--- config.mk ---
export PLATFORM = sky130hd
export DESIGN_NAME = pwm_duty_schedule_sorter_unit
export DESIGN_NICKNAME = d
export VERILOG_FILES = /design/src/rtl/core/pdss_pkg.sv /design/src/rtl/core/pdss_sort_cell.sv /design/src/rtl/core/pwm_duty_schedule_sorter_unit.sv
export SDC_FILE = /design/constraint.sdc
export NUM_CORES = 1
export LEC_CHECK = 0
export BUFFER_PORTS_ARGS = -buffer_cell sky130_fd_sc_hd__buf_2
export CAP_MARGIN = 20
export CORE_MARGIN = 2
export CORE_UTILIZATION = 55
export DETAILED_ROUTE_END_ITERATION = 8
export MAX_ROUTING_LAYER = met4
export PLACE_DENSITY = 0.73
export SLEW_MARGIN = 20
export SYNTH_ARGS = -nofsm -noshare
export SYNTH_HDL_FRONTEND = slang
export SYNTH_SLANG_ARGS = --single-unit
--- constraint.sdc ---
create_clock -name clk_i -period 6.2 [get_ports clk_i]
set_input_delay 0.31 -clock clk_i [delete_from_list [all_inputs] [get_ports clk_i]]
set_output_delay 0.31 -clock clk_i [all_outputs]
set_load 0.1 [all_outputs]
--- src/rtl/core/pdss_pkg.sv ---
`default_nettype none

package pdss_pkg;

  localparam int unsigned ChanLimit = 16;

  localparam logic [7:0] DUTY_OFF  = 8'h00;
  localparam logic [7:0] DUTY_FULL = 8'hff;

  localparam logic [1:0] GROUP_SCHED = 2'd0;
  localparam logic [1:0] GROUP_FULL  = 2'd1;
  localparam logic [1:0] GROUP_OFF   = 2'd2;

  typedef struct packed {
    logic [3:0] channel;
    logic [7:0] duty;
  } in_t;

  typedef struct packed {
    logic [3:0] out_channel;
    logic [7:0] out_duty;
    logic [1:0] group;
    logic       last;
  } out_t;

  typedef struct packed {
    logic [3:0] chan;
    logic [7:0] duty;
  } entry_t;

  typedef struct packed {
    logic clear;
    logic insert;
    logic shift;
  } cell_ctrl_t;

  typedef enum logic [2:0] {
    ST_IDLE = 3'b001,
    ST_LOAD = 3'b010,
    ST_EMIT = 3'b100
  } state_e;

  // order: scheduled duties ascending, then full on, then off
  function automatic logic [8:0] sort_key(input logic [7:0] duty);
    logic [8:0] key;
    if (duty == DUTY_OFF) begin
      key = 9'h100;
    end else begin
      key = {1'b0, duty};
    end
    return key;
  endfunction

  function automatic logic entry_less(input entry_t a, input entry_t b);
    return {sort_key(a.duty), a.chan} < {sort_key(b.duty), b.chan};
  endfunction

  function automatic logic [1:0] duty_group(input logic [7:0] duty);
    logic [1:0] grp;
    if (duty == DUTY_OFF) begin
      grp = GROUP_OFF;
    end else if (duty == DUTY_FULL) begin
      grp = GROUP_FULL;
    end else begin
      grp = GROUP_SCHED;
    end
    return grp;
  endfunction

endpackage

`default_nettype wire

--- src/rtl/core/pdss_sort_cell.sv ---
`default_nettype none

module pdss_sort_cell (
  input  wire                 clk_i,
  input  wire                 rst_ni,
  input  pdss_pkg::cell_ctrl_t ctrl_i,
  input  pdss_pkg::entry_t    new_entry_i,
  input  wire                 left_valid_i,
  input  wire                 left_lt_i,
  input  pdss_pkg::entry_t    left_entry_i,
  input  wire                 right_valid_i,
  input  pdss_pkg::entry_t    right_entry_i,
  output logic                valid_o,
  output logic                lt_o,
  output pdss_pkg::entry_t    entry_o
);

  logic             valid_q, valid_d;
  pdss_pkg::entry_t entry_q, entry_d;
  logic             own_lt;

  assign own_lt = valid_q && pdss_pkg::entry_less(entry_q, new_entry_i);

  always_comb begin
    valid_d = valid_q;
    entry_d = entry_q;
    if (ctrl_i.clear) begin
      valid_d = 1'b0;
    end else if (ctrl_i.insert) begin
      if (own_lt) begin
        valid_d = valid_q;
      end else if (left_lt_i) begin
        valid_d = 1'b1;
        entry_d = new_entry_i;
      end else begin
        valid_d = left_valid_i;
        entry_d = left_entry_i;
      end
    end else if (ctrl_i.shift) begin
      valid_d = right_valid_i;
      entry_d = right_entry_i;
    end
  end

  always_ff @(posedge clk_i or negedge rst_ni) begin
    if (!rst_ni) begin
      valid_q <= 1'b0;
    end else begin
      valid_q <= valid_d;
    end
  end

  always_ff @(posedge clk_i) begin
    entry_q <= entry_d;
  end

  assign valid_o = valid_q;
  assign lt_o    = own_lt;
  assign entry_o = entry_q;

endmodule

`default_nettype wire

--- src/rtl/core/pwm_duty_schedule_sorter_unit.sv ---
`default_nettype none

// Sorted duty schedule for a software PWM.
// Input: a word (channel, duty) is taken when start_i is high and busy_o low.
// Output: the rebuilt schedule, one word per channel on res_o, each shown
// for exactly one cycle with res_valid_o high; last marks the final word.
// Order: duties 1..254 ascending (ties by channel), then full-on channels,
// then off channels, each by channel index.
// Flow: the accepting edge writes the duty table and clears the chain; the
// insertion chain then takes one channel per cycle, followed by the
// shift-out of the chain, one result per cycle, registered onto res_o.
// busy_o stays high through both phases, so a new word is taken only after
// the previous schedule has been emitted.
// CHAN_COUNT is NUM_CHANNELS capped at 16; a channel at or above it
// changes nothing, and the unchanged schedule is still emitted.
// Reset sets every duty to zero and leaves the block idle; the receiver
// cannot stall, so results are never held.
module pwm_duty_schedule_sorter_unit #(
  parameter int unsigned NUM_CHANNELS = 16
) (
  input  wire             clk_i,
  input  wire             rst_ni,
  input  wire             start_i,
  input  pdss_pkg::in_t   in_i,
  output logic            busy_o,
  output logic            res_valid_o,
  output pdss_pkg::out_t  res_o
);

  localparam int unsigned ChanCount =
      (NUM_CHANNELS < pdss_pkg::ChanLimit) ? NUM_CHANNELS : pdss_pkg::ChanLimit;
  localparam int unsigned IdxW = $clog2(ChanCount);
  localparam logic [IdxW-1:0] LastIdx = IdxW'(ChanCount - 1);

  pdss_pkg::state_e    state_q, state_d;
  logic [IdxW-1:0]     cnt_q, cnt_d;
  logic [7:0]          duty_q [ChanCount];
  logic                accept;
  logic                chan_ok;
  pdss_pkg::cell_ctrl_t ctrl;
  pdss_pkg::entry_t    new_entry;
  logic                res_valid_q, res_valid_d;
  pdss_pkg::out_t      res_q, res_d;

  logic                cell_valid [ChanCount];
  logic                cell_lt    [ChanCount];
  pdss_pkg::entry_t    cell_entry [ChanCount];

  assign accept  = start_i && (state_q == pdss_pkg::ST_IDLE);
  assign chan_ok = {1'b0, in_i.channel} < 5'(ChanCount);

  assign new_entry.chan = 4'(cnt_q);
  assign new_entry.duty = duty_q[cnt_q];

  always_comb begin
    state_d     = state_q;
    cnt_d       = cnt_q;
    ctrl        = '0;
    res_valid_d = 1'b0;
    res_d       = res_q;
    case (state_q)
      pdss_pkg::ST_IDLE: begin
        if (accept) begin
          ctrl.clear = 1'b1;
          cnt_d      = '0;
          state_d    = pdss_pkg::ST_LOAD;
        end
      end
      pdss_pkg::ST_LOAD: begin
        ctrl.insert = 1'b1;
        if (cnt_q == LastIdx) begin
          cnt_d   = '0;
          state_d = pdss_pkg::ST_EMIT;
        end else begin
          cnt_d = cnt_q + 1'b1;
        end
      end
      pdss_pkg::ST_EMIT: begin
        ctrl.shift        = 1'b1;
        res_valid_d       = 1'b1;
        res_d.out_channel = cell_entry[0].chan;
        res_d.out_duty    = cell_entry[0].duty;
        res_d.group       = pdss_pkg::duty_group(cell_entry[0].duty);
        res_d.last        = (cnt_q == LastIdx);
        if (cnt_q == LastIdx) begin
          cnt_d   = '0;
          state_d = pdss_pkg::ST_IDLE;
        end else begin
          cnt_d = cnt_q + 1'b1;
        end
      end
      default: begin
        state_d = pdss_pkg::ST_IDLE;
        cnt_d   = '0;
      end
    endcase
  end

  always_ff @(posedge clk_i or negedge rst_ni) begin
    if (!rst_ni) begin
      state_q     <= pdss_pkg::ST_IDLE;
      cnt_q       <= '0;
      res_valid_q <= 1'b0;
    end else begin
      state_q     <= state_d;
      cnt_q       <= cnt_d;
      res_valid_q <= res_valid_d;
    end
  end

  always_ff @(posedge clk_i) begin
    res_q <= res_d;
  end

  always_ff @(posedge clk_i or negedge rst_ni) begin
    if (!rst_ni) begin
      for (int i = 0; i < ChanCount; i++) begin
        duty_q[i] <= pdss_pkg::DUTY_OFF;
      end
    end else if (accept && chan_ok) begin
      duty_q[in_i.channel[IdxW-1:0]] <= in_i.duty;
    end
  end

  for (genvar g = 0; g < ChanCount; g++) begin : g_cell
    logic             left_valid, left_lt, right_valid;
    pdss_pkg::entry_t left_entry, right_entry;

    if (g == 0) begin : g_head
      assign left_valid = 1'b0;
      assign left_lt    = 1'b1;
      assign left_entry = '0;
    end else begin : g_body
      assign left_valid = cell_valid[g-1];
      assign left_lt    = cell_lt[g-1];
      assign left_entry = cell_entry[g-1];
    end

    if (g == ChanCount - 1) begin : g_tail
      assign right_valid = 1'b0;
      assign right_entry = '0;
    end else begin : g_inner
      assign right_valid = cell_valid[g+1];
      assign right_entry = cell_entry[g+1];
    end

    pdss_sort_cell u_cell (
      .clk_i         (clk_i),
      .rst_ni        (rst_ni),
      .ctrl_i        (ctrl),
      .new_entry_i   (new_entry),
      .left_valid_i  (left_valid),
      .left_lt_i     (left_lt),
      .left_entry_i  (left_entry),
      .right_valid_i (right_valid),
      .right_entry_i (right_entry),
      .valid_o       (cell_valid[g]),
      .lt_o          (cell_lt[g]),
      .entry_o       (cell_entry[g])
    );
  end

  assign busy_o      = (state_q != pdss_pkg::ST_IDLE);
  assign res_valid_o = res_valid_q;
  assign res_o       = res_q;

endmodule

`default_nettype wire

# After elaboration in Yosys (flattened, before gate mapping)
# Cells that the tools add are included.
dict set report totals {
  register_bits 359
  inputBits 15
  out_inout_bits 17
  word_cells 383
}
dict set report op_classes {
  add_sub_neg 1
  magnitude_cmp 19
  n_eq_ne 41
  n_mux 177
  bitwise_logic 3
  n_reduce_logical 71
}
# op n
set op_table {}
lappend op_table {{12-bit two-way mux} 63}
lappend op_table {{13-bit less-than comparator} 16}
lappend op_table {{9-bit two-way mux} 17}
lappend op_table {{8-bit zero test} 17}
lappend op_table {{128-bit bitwise mux} 1}
lappend op_table {{1-bit two-way mux} 84}
lappend op_table {{3-bit AND reduction} 17}
lappend op_table {{3-bit inequality test, second input constant} 16}
lappend op_table {{2-bit inequality test, second input constant} 19}
lappend op_table {{8-bit binary-select mux with 4-bit select} 1}
lappend op_table {{8-bit demux with 4-bit select} 1}
lappend op_table {{2-bit AND reduction} 16}
lappend op_table {{8-bit two-way mux} 3}
lappend op_table {{1-bit logical AND} 18}
lappend op_table {{5-bit greater-or-equal comparator, second input constant} 2}
lappend op_table {{4-bit inverter with 5-bit output} 2}
lappend op_table {{3-bit two-way mux} 3}
lappend op_table {{3-bit case mux with 3 select lines} 1}
lappend op_table {{8-bit == test, second input constant} 1}
lappend op_table {{4-bit two-way mux} 2}
lappend op_table {{4-bit case mux with 2 select lines} 1}
lappend op_table {{5-bit by 1-bit less-than comparator with 1-bit output, second input constant} 1}
lappend op_table {{4-bit by 1-bit adder with 4-bit output, second input constant} 1}
lappend op_table {{4-bit == test, second input constant} 1}
lappend op_table {{8 further kinds} 8}

# Longest topological paths before layout
# Gate-level depths: netlist of run 1.
dict set report logic_depth {
  depth_word 12
  depth_mapped 16
  ltp_nobuf 12
}

# Cells and area by module
# Synthesis of run 1 repeated with hierarchy kept, for this count alone.
dict set report hier_totals {
  hier_cells 2395
  hier_area_um2 23900.4
}
# module instances cells_each area_per_inst_um2 seq_area_each_um2
set by_module_without_submodules {}
lappend by_module_without_submodules {{pdss_sort_cell (g_cell[0].u_cell ...)} 13 121 1063.5 385.4}
lappend by_module_without_submodules {pwm_duty_schedule_sorter_unit 1 468 6827.8 3854.9}
lappend by_module_without_submodules {{pdss_sort_cell (g_cell[7].u_cell ...)} 3 118 1082.3 385.4}

# Worst setup path before layout of run 1
# No wires, ideal clock.
dict set report synth_timing {
  path_type {register to register}
  from {reg cnt_q[0]}
  to {reg g_cell[12].u_cell.entry_q, in the netlist g_cell[12].u_cell.entry_o[0] (enable)}
  setup_ns 0.398
  arrival_time_ns 5.573
  t_required_ns 5.802
  slack_ns 0.229
  stages_incl_launch_ff 17
  path_buffers 6
  period_less_slack_ns 5.971
  cell_sequence {dfrtp_1 buf_2 buf_2 mux4_2 mux4_2 clkbuf_1 inv_1 nand4_1 ha_1 and3_1 clkbuf_1 o21ai_0 a31o_1 buf_4 and2_1 buf_4 o21ai_0}
}
dict set report synth_via {
  elab_chain_len 10
}
# element line
set synth_lines {}
lappend synth_lines {{start, declared} pwm_duty_schedule_sorter_unit.sv:36} ;# logic [IdxW-1:0] cnt_q, cnt_d;
lappend synth_lines {{start signal, assigned} pwm_duty_schedule_sorter_unit.sv:106} ;# cnt_q <= cnt_d;
lappend synth_lines {{4-bit inverter with 5-bit output (implied by the code)} pwm_duty_schedule_sorter_unit.sv:53} ;# assign new_entry.duty = duty_q[cnt_q];
lappend synth_lines {{8-bit binary-select mux with 4-bit select} pwm_duty_schedule_sorter_unit.sv:53}
lappend synth_lines {{8-bit two-way mux (implied by the code) (2 in a row)} pwm_duty_schedule_sorter_unit.sv:53}
lappend synth_lines {{8-bit zero test} pdss_pkg.sv:46} ;# if (duty == DUTY_OFF) begin
lappend synth_lines {{9-bit two-way mux} pdss_pkg.sv:46}
lappend synth_lines {{13-bit less-than comparator *} pdss_pkg.sv:55} ;# return {sort_key(a.duty), a.chan} < {sort_key(b.duty), b.chan};
lappend synth_lines {{1-bit logical AND *} pdss_sort_cell.sv:22} ;# assign own_lt = valid_q && pdss_pkg::entry_less(entry_q, new_entry_i);
lappend synth_lines {{2-bit inequality test (no line) *} --}
lappend synth_lines {{3-bit AND reduction (no line) *} --}
lappend synth_lines {{end signal, assigned} pdss_sort_cell.sv:54} ;# entry_q <= entry_d;
lappend synth_lines {{end, declared} pdss_sort_cell.sv:19} ;# pdss_pkg::entry_t entry_q, entry_d;
# Mark *: on every way between the ends. The rest lies on a longest branch, timed or not. The select of a mux whose other input is x is not followed.
# A chain may end at the register's enable or synchronous reset.

# Final worst setup path of run 1
dict set report layout_timing {
  from {reg cnt_q[0]}
  to {reg g_cell[7].u_cell.entry_q, in the netlist g_cell[7].u_cell.entry_o[7] (enable)}
}
dict set report layout_via {
  elab_chain_len 10
}
# element line
set layout_lines {}
lappend layout_lines {{4-bit inverter with 5-bit output (implied by the code)} pwm_duty_schedule_sorter_unit.sv:53}
lappend layout_lines {{8-bit binary-select mux with 4-bit select} pwm_duty_schedule_sorter_unit.sv:53}
lappend layout_lines {{8-bit two-way mux (implied by the code) (2 in a row)} pwm_duty_schedule_sorter_unit.sv:53}
lappend layout_lines {{8-bit zero test} pdss_pkg.sv:46}
lappend layout_lines {{9-bit two-way mux} pdss_pkg.sv:46}
lappend layout_lines {{13-bit less-than comparator *} pdss_pkg.sv:55}
lappend layout_lines {{1-bit logical AND *} pdss_sort_cell.sv:22}
lappend layout_lines {{2-bit inequality test (no line) *} --}
lappend layout_lines {{3-bit AND reduction (no line) *} --}
lappend layout_lines {{end signal, assigned} pdss_sort_cell.sv:54}
lappend layout_lines {{end, declared} pdss_sort_cell.sv:19}
# Marked as above.

==> results.toml, run 1 <==
[logic_synthesis]
synth_xor_area_share_pct = 0
syn_nets = 2248
avgSynthCellArea_um2 = 10.91
yosys.cell_types.count = 67
synth_edf_count = 207
synthAdderAreaFrac_pct = 10.33
synth_top_cell_by_area = "edfxtp_1"
synth.area.mux_share_pct = 16.42
synth-simple-area-share_pct = 10.54
yosysTopAreaCellShare_pct = 27.72
synth.area.top_cells = "edfxtp_1 (28%), dfrtp_1 (17%), ha_1 (9.9%)"
synthTopCellsByCount = "nand2_1 (247), edfxtp_1 (207), clkbuf_1 (186)"
ys_ff_latch = 359
synth_compound_area_share_pct = 12.83
seq_area_frac_synth_pct = 44.69
synth.most_common_cell = "nand2_1"
ys.flop_type = "edfxtp_1"
ys_warn_count = 0
async_reset_ff_share_pct = 42.34
synth_top_family_by_area = "multiplexers"
postSynthCellCount = 2056
syn_area_um2 = 22420

[drt]
ant_nets = 0
vias_per_cell = 6.625
drc = 0
routedWlPerCell_um = 24.71
via_count = 16570
wirelength_um = 61810
drt-initial-drc-count = 1908
first_pass_iters = 6

[clock_tree]
post_cts_resize_count = 0
cts.path.max_buffers = 3
cts_made_buffers = 40
insertion_delay_ns = 0.57
cts-root-buf = "clkbuf_16"
cts_tree = "yes"
cts-htree-levels = 2
cts.clk_slew.worst_paths_ns = 0.07
cts_hold_buf = 1
clock-sinks = 359
post-cts-setup-buffer-count = 0

[power]
p_leak_uw = 0.009659
p_seq_share_pct = 36.6
peakVddDrop_uv = 329.5
p_sw_share_pct = 38.97
power_uw = 10660
power.share.combinational_pct = 40.3
p_int_uw = 6505
p_switching_uw = 4153
p_per_area_nw_per_um2 = 444.2
clock_power_share_pct = 23.1

[timing]
setup_viol = 0
drv_slew = 0
fin_skew_ns = 0.01995
min_period_ns = 5.453
period_share_pct = 87.95
worst_slew_pin_slew_ns = 1.138
rsz0062_at_grt = "false"
max_freq_mhz = 183.4
fin_setup_tns_ns = 0
maxSlewHeadroom_pct = 23.98
finalHoldViolCount = 0

[global_route]
grt_max_degree = 192
grt_pass1_wl_um = 96000
grt_pass1_vias = 16766
track_usage_pct = 30.50
grt-ovfl-total = 0
antenna_found_initial = 1

[die]
initial_utilization_pct = 56.05
dieArea_um2 = 42400
ios = 32
rows = 73
die_x_um = 205.9
die_h_um = 205.9
core_area_um2 = 40010

[worst_hold_path]
hold_path_class = "in -> reg"

[critical_path]
worstPathCellList = "mux4_2 > mux4_2 > inv_1 > ha_1 > a21oi_1 > nor2b_1 > o21ai_0 > o2111ai_1 > a21oi_4 > o21ai_0 > buf_4"
cp_slowest_cell = "dfrtp_4"
cp_data_arrival_time_ns = 5.76
critPathLaunchType = "flip-flop"
critPathMaxFanout = 45
max_stage_delay_ns = 0.92
crit_required_ns = 6.51
path_class = "reg -> reg"
endpoint_kind = "flip-flop"

[place]
placed_area_um2 = 22610
dp_hpwl_um = 42100
gp_congestion = 0.9437
portBuffers = 31
dp.cells = 2425

[finish]
post-route-util_pct = 59.98
area_growth_pct = 7.003
final_cell_area_um2 = 23990
fin_nets = 2135
layout-drive-gt1-share_pct = 18.13
fin_cells = 2501

[job]
drv_cap = 0

[status]
status = "finished clean"
[metrics by stage]
step	setup WS, ns	hold WS [ns]
2_1_floorplan	0.2293	0.01441
3_3_place_gp	0.8810	0.4526
3_5_place_dp	0.8000	0.4584
4_1_cts	0.7740	0.1304
5_1_grt	0.4657	0.1854
6_report	0.7472	0.1519
[logic make-up (layout without fill, tap and decap cells)]
kind of cell / after synthesis / count (layout)
compound gates: 429 / 429
fa+ha+maj: 186 / 186
buf+inv: 279 / 198
flops: 359 / 359
mux: 303 / 303
other cells: 0 / 1
simple gates: 500 / 500
[path summary, 6_finish.rpt]
kind / start / end / depth (start not counted) / slack [ns]
max in group asynchronous: rst_ni / duty_q[32]$_DFFE_PN0P_ / 3 / 4.50
hold / removal: start_i / state_q[0]$_DFFE_PN1P_ / 4 / 0.15
setup reg to reg: cnt_q[0]$_DFFE_PN0P_ / g_cell[7].u_cell.entry_o[7]$_DFFE_PP_ / 11 / 0.75
min in group asynchronous: rst_ni / duty_q[17]$_DFFE_PN0P_ / 2 / 0.40
setup / recovery: cnt_q[0]$_DFFE_PN0P_ / g_cell[7].u_cell.entry_o[7]$_DFFE_PP_ / 11 / 0.75
hold reg to reg: duty_q[67]$_DFFE_PN0P_ / duty_q[67]$_DFFE_PN0P_ / 1 / 0.50
[layout make-up]
class	instances	area [um2]
inverter	50	187.7
timing repair buffer	74	499.2
antenna	1	2.502
clock buffer	54	1157
clock inverter	20	212.7
multi-input combinational	1418	11250
tap	525	656.9
sequential	359	10030
fill	3185	16010
[power by group through the flow]
stage	Clock (uW)	Combinational, uW	Sequential, uW
2_1_floorplan	0	3180	3640
3_3_place_gp	0	4010	3900
3_5_place_dp	0	4200	3920
4_1_cts	2480	4220	3880
5_1_grt	2570	4720	3970
6_report	2470	4290	3900
[critical path, delay by kind of cell (launching register included)]
kind	cells	cell delay (ns)
flip-flops	1	0.92
buffers and inverters	2	1.01
AO/OA/AOI/OAI	5	1.41
adder cells (fa/ha/maj)	1	0.38
multiplexers	2	1.31
AND/OR/NAND/NOR	1	0.06
[metal layers]
metal	share of wire [%]	up-vias	GRT usage, %
met1	40	8209	38.43
met2	47	760	48.20
li1	-	7416	-
met3	8.9	185	5.992
met5	0	-	-
met4	4.1	0	13.09
[placed cells by master, fill, tap and decap left out, types with 17 or more instances in the layout]
cell type and count:
mux2_2 129, buf_2 30, o21ai_1 42, nor2b_1 17, a21oi_1 50, mux4_2 39, or4_1 28, nand4_1 18
mux2i_1 135, nand3_1 32, inv_1 49, ha_1 177, nand2b_1 22, edfxtp_1 207, dfrtp_1 149, nor2_1 59
a21o_1 23, o21ai_0 144, buf_4 41, a32oi_1 25, clkbuf_16 43, nor3_1 31, nand2_1 247
[registers in the layout, indices dropped and copies added, names as in the netlist]
register and cells:
cnt_q 4, g_cell.u_cell.valid_o 16, duty_q 128, res_o 15, res_valid_o 1, g_cell.u_cell.entry_o 192
state_q 3
(Power assumes the default switching activity.)
==> run 2: changes to the inputs <==
--- a/config.mk
+++ b/config.mk
@@ -11,7 +11,8 @@
 export CORE_UTILIZATION = 55
 export DETAILED_ROUTE_END_ITERATION = 8
 export MAX_ROUTING_LAYER = met4
-export PLACE_DENSITY = 0.73
+export PLACE_DENSITY = 0.77
+export SETUP_SLACK_MARGIN = 0.15
 export SLEW_MARGIN = 20
 export SYNTH_ARGS = -nofsm -noshare
 export SYNTH_HDL_FRONTEND = slang
==> run 2 against run 1 <==
  * Fmax down 2.1%
  * Clock power down 4%
  * First-iteration DRC count down 4.4%
  * Wire length down 0.49%
  * Count of clock-buffer cells in the layout up 5
  * Hold slack worse by 0.024 ns
  * Sequential cell count unchanged
  * Non-clock buffer count up 1
  * Cell count about the same
  * Via count up 0.77%
  * Global-route usage down 0.20 points
  * Utilization down 0.17 points
  * Largest cell class unchanged
==> results.toml, run 2 (synthesized netlist as in run 1, its figures left out) <==
[status]
status = "finished clean"

[timing]
max_freq_mhz = 179.5
fin_skew_ns = 0.02115
period_share_pct = 89.85
maxSlewHeadroom_pct = 25.28
setup_viol = 0
rsz0062_at_grt = "false"
finalHoldViolCount = 0
min_period_ns = 5.571
fin_setup_tns_ns = 0
drv_slew = 0
worst_slew_pin_slew_ns = 1.120

[place]
dp.cells = 2426
dp_hpwl_um = 41880
portBuffers = 31
gp_congestion = 0.9481

[critical_path]
path_delay_family = "compound AO/OA/AOI/OAI gates"
cp_data_arrival_time_ns = 5.83
ff2ff_path_depth = 11
endpoint_kind = "flip-flop"
path_class = "reg -> reg"
crit_required_ns = 6.45
r2r_end = "g_cell[14].u_cell.entry_o[8]$_DFFE_PP_"
critPathLaunchType = "flip-flop"
crit_top_cell = "mux4_2"
regToRegSetupSlack_ns = 0.63
rr_startpoint = "cnt_q[0]$_DFFE_PN0P_"
cp_slowest_cell = "dfrtp_4"
critPathMaxFanout = 32
max_stage_delay_ns = 0.81
crit_buf_inv = 1
worstPathCellList = "mux4_2 > mux4_2 > nor4_1 > nand4_1 > buf_4 > ha_1 > nand2_1 > nand3b_1 > a2111oi_0 > a31oi_2 > a21o_1"

[clock_tree]
clock-sinks = 359
post-cts-setup-buffer-count = 0
cts_made_buffers = 40
post_cts_resize_count = 0
cts.path.max_buffers = 3
cts-htree-levels = 2
cts.clk_slew.worst_paths_ns = 0.06
cts-root-buf = "clkbuf_16"
cts_tree = "yes"
insertion_delay_ns = 0.57

[global_route]
antenna_found_initial = 1
track_usage_pct = 30.31
grt-ovfl-total = 0
grt_pass1_wl_um = 95440
grt_pass1_vias = 16862
grt_max_degree = 168

[power]
p_leak_uw = 0.009630
p_per_area_nw_per_um2 = 442.5
power_uw = 10590
peakVddDrop_uv = 315.2

[drt]
routedWlPerCell_um = 24.60
drc = 0
ant_nets = 0
vias_per_cell = 6.679
drt-initial-drc-count = 1824
via_count = 16697
first_pass_iters = 6
wirelength_um = 61510

[job]
drv_cap = 0

[die]
ios = 32
dieArea_um2 = 42400
rows = 73
die_x_um = 205.9
initial_utilization_pct = 56.05
core_area_um2 = 40010
die_h_um = 205.9

[worst_hold_path]
hold_path_class = "in -> reg"
whs_endpoint = "cnt_q[3]$_DFFE_PN0P_"
holdPathStages = 4
hp-start = "start_i"

[finish]
post-route-util_pct = 59.80
fin_nets = 2136
layout-drive-gt1-share_pct = 18.03
fin_cells = 2500
layout_commonest_cell = "nand2_1"
area_growth_pct = 6.695
largest_register_ffs = 192
layout_common_cells = "nand2_1 (247), edfxtp_1 (207), ha_1 (177)"
## run 2: cell types whose count changed in the layout (fill, tap and decap cells not counted), moves of 3 or more
cell / delta
clkbuf_8: +4
clkinv_2: -3
clkinv_8: -3
inv_6: +3
clkbuf_1: +3
## run 2: repair_timing
action / 4_1_cts / 5_1_grt
endpoints found under the setup margin: 0 / 0
endpoints found under the hold margin: 70 / 0
hold buffers: 1 / 0
## run 2: area by class of cell
cell class	instances	area (um2)
multi-input combinational	1418	11250
tap	525	656.9
fill	3161	16080
sequential	359	10030
clock buffer	59	1174
timing repair buffer	75	510.5
inverter	50	187.7
clock inverter	13	113.9
antenna	1	2.502
## run 2: report_power, final
group | total, uW | internal (uW) | switching [uW]
clock | 2360 | 1360 | 995
combinational | 4320 | 1700 | 2620
sequential | 3910 | 3350 | 554
total | 10600 | 6420 | 4170
## run 2: per-layer routing
layer | wire length [um] | vias up | track usage (%)
li1 | - | 7445 | -
met1 | 24260 | 8162 | 38.18
met2 | 28380 | 875 | 46.13
met3 | 5701 | 215 | 6.544
met4 | 3165 | 0 | 15.82
met5 | 0 | - | -
## run 2: worst max-delay path by stage
stage / startpoint / endpoint / slack [ns] / cells after the start
floorplan: cnt_q[0]$_DFFE_PN0P_ / g_cell[12].u_cell.entry_o[0]$_DFFE_PP_ / 0.23 / 16
global placement: cnt_q[0]$_DFFE_PN0P_ / g_cell[14].u_cell.entry_o[5]$_DFFE_PP_ / 0.81 / 11
detailed placement: cnt_q[0]$_DFFE_PN0P_ / g_cell[14].u_cell.entry_o[7]$_DFFE_PP_ / 0.73 / 11
CTS: cnt_q[0]$_DFFE_PN0P_ / g_cell[2].u_cell.entry_o[8]$_DFFE_PP_ / 0.69 / 13
global route: cnt_q[0]$_DFFE_PN0P_ / g_cell[14].u_cell.entry_o[8]$_DFFE_PP_ / 0.29 / 11
finish: cnt_q[0]$_DFFE_PN0P_ / g_cell[14].u_cell.entry_o[8]$_DFFE_PP_ / 0.63 / 11
## run 2: metrics by stage
step	instance area [um2]	hold slack, ns	setup slack [ns]
after CTS	23910	0.1085	0.6946
final	23930	0.1281	0.6293
after global placement	22620	0.3392	0.8099
after detailed placement	22620	0.3491	0.7289
after floorplan	22420	0.01441	0.2293
after global routing	23930	0.1605	0.2912
## run 2: worst reg2reg max path, delay by kind of cell (launching register included)
family	cells	cell delay [ns]
buf+inv	1	0.27
mux	2	1.37
simple gates	4	0.75
compound gates	3	1.70
flops	1	0.81
fa+ha+maj	1	0.34
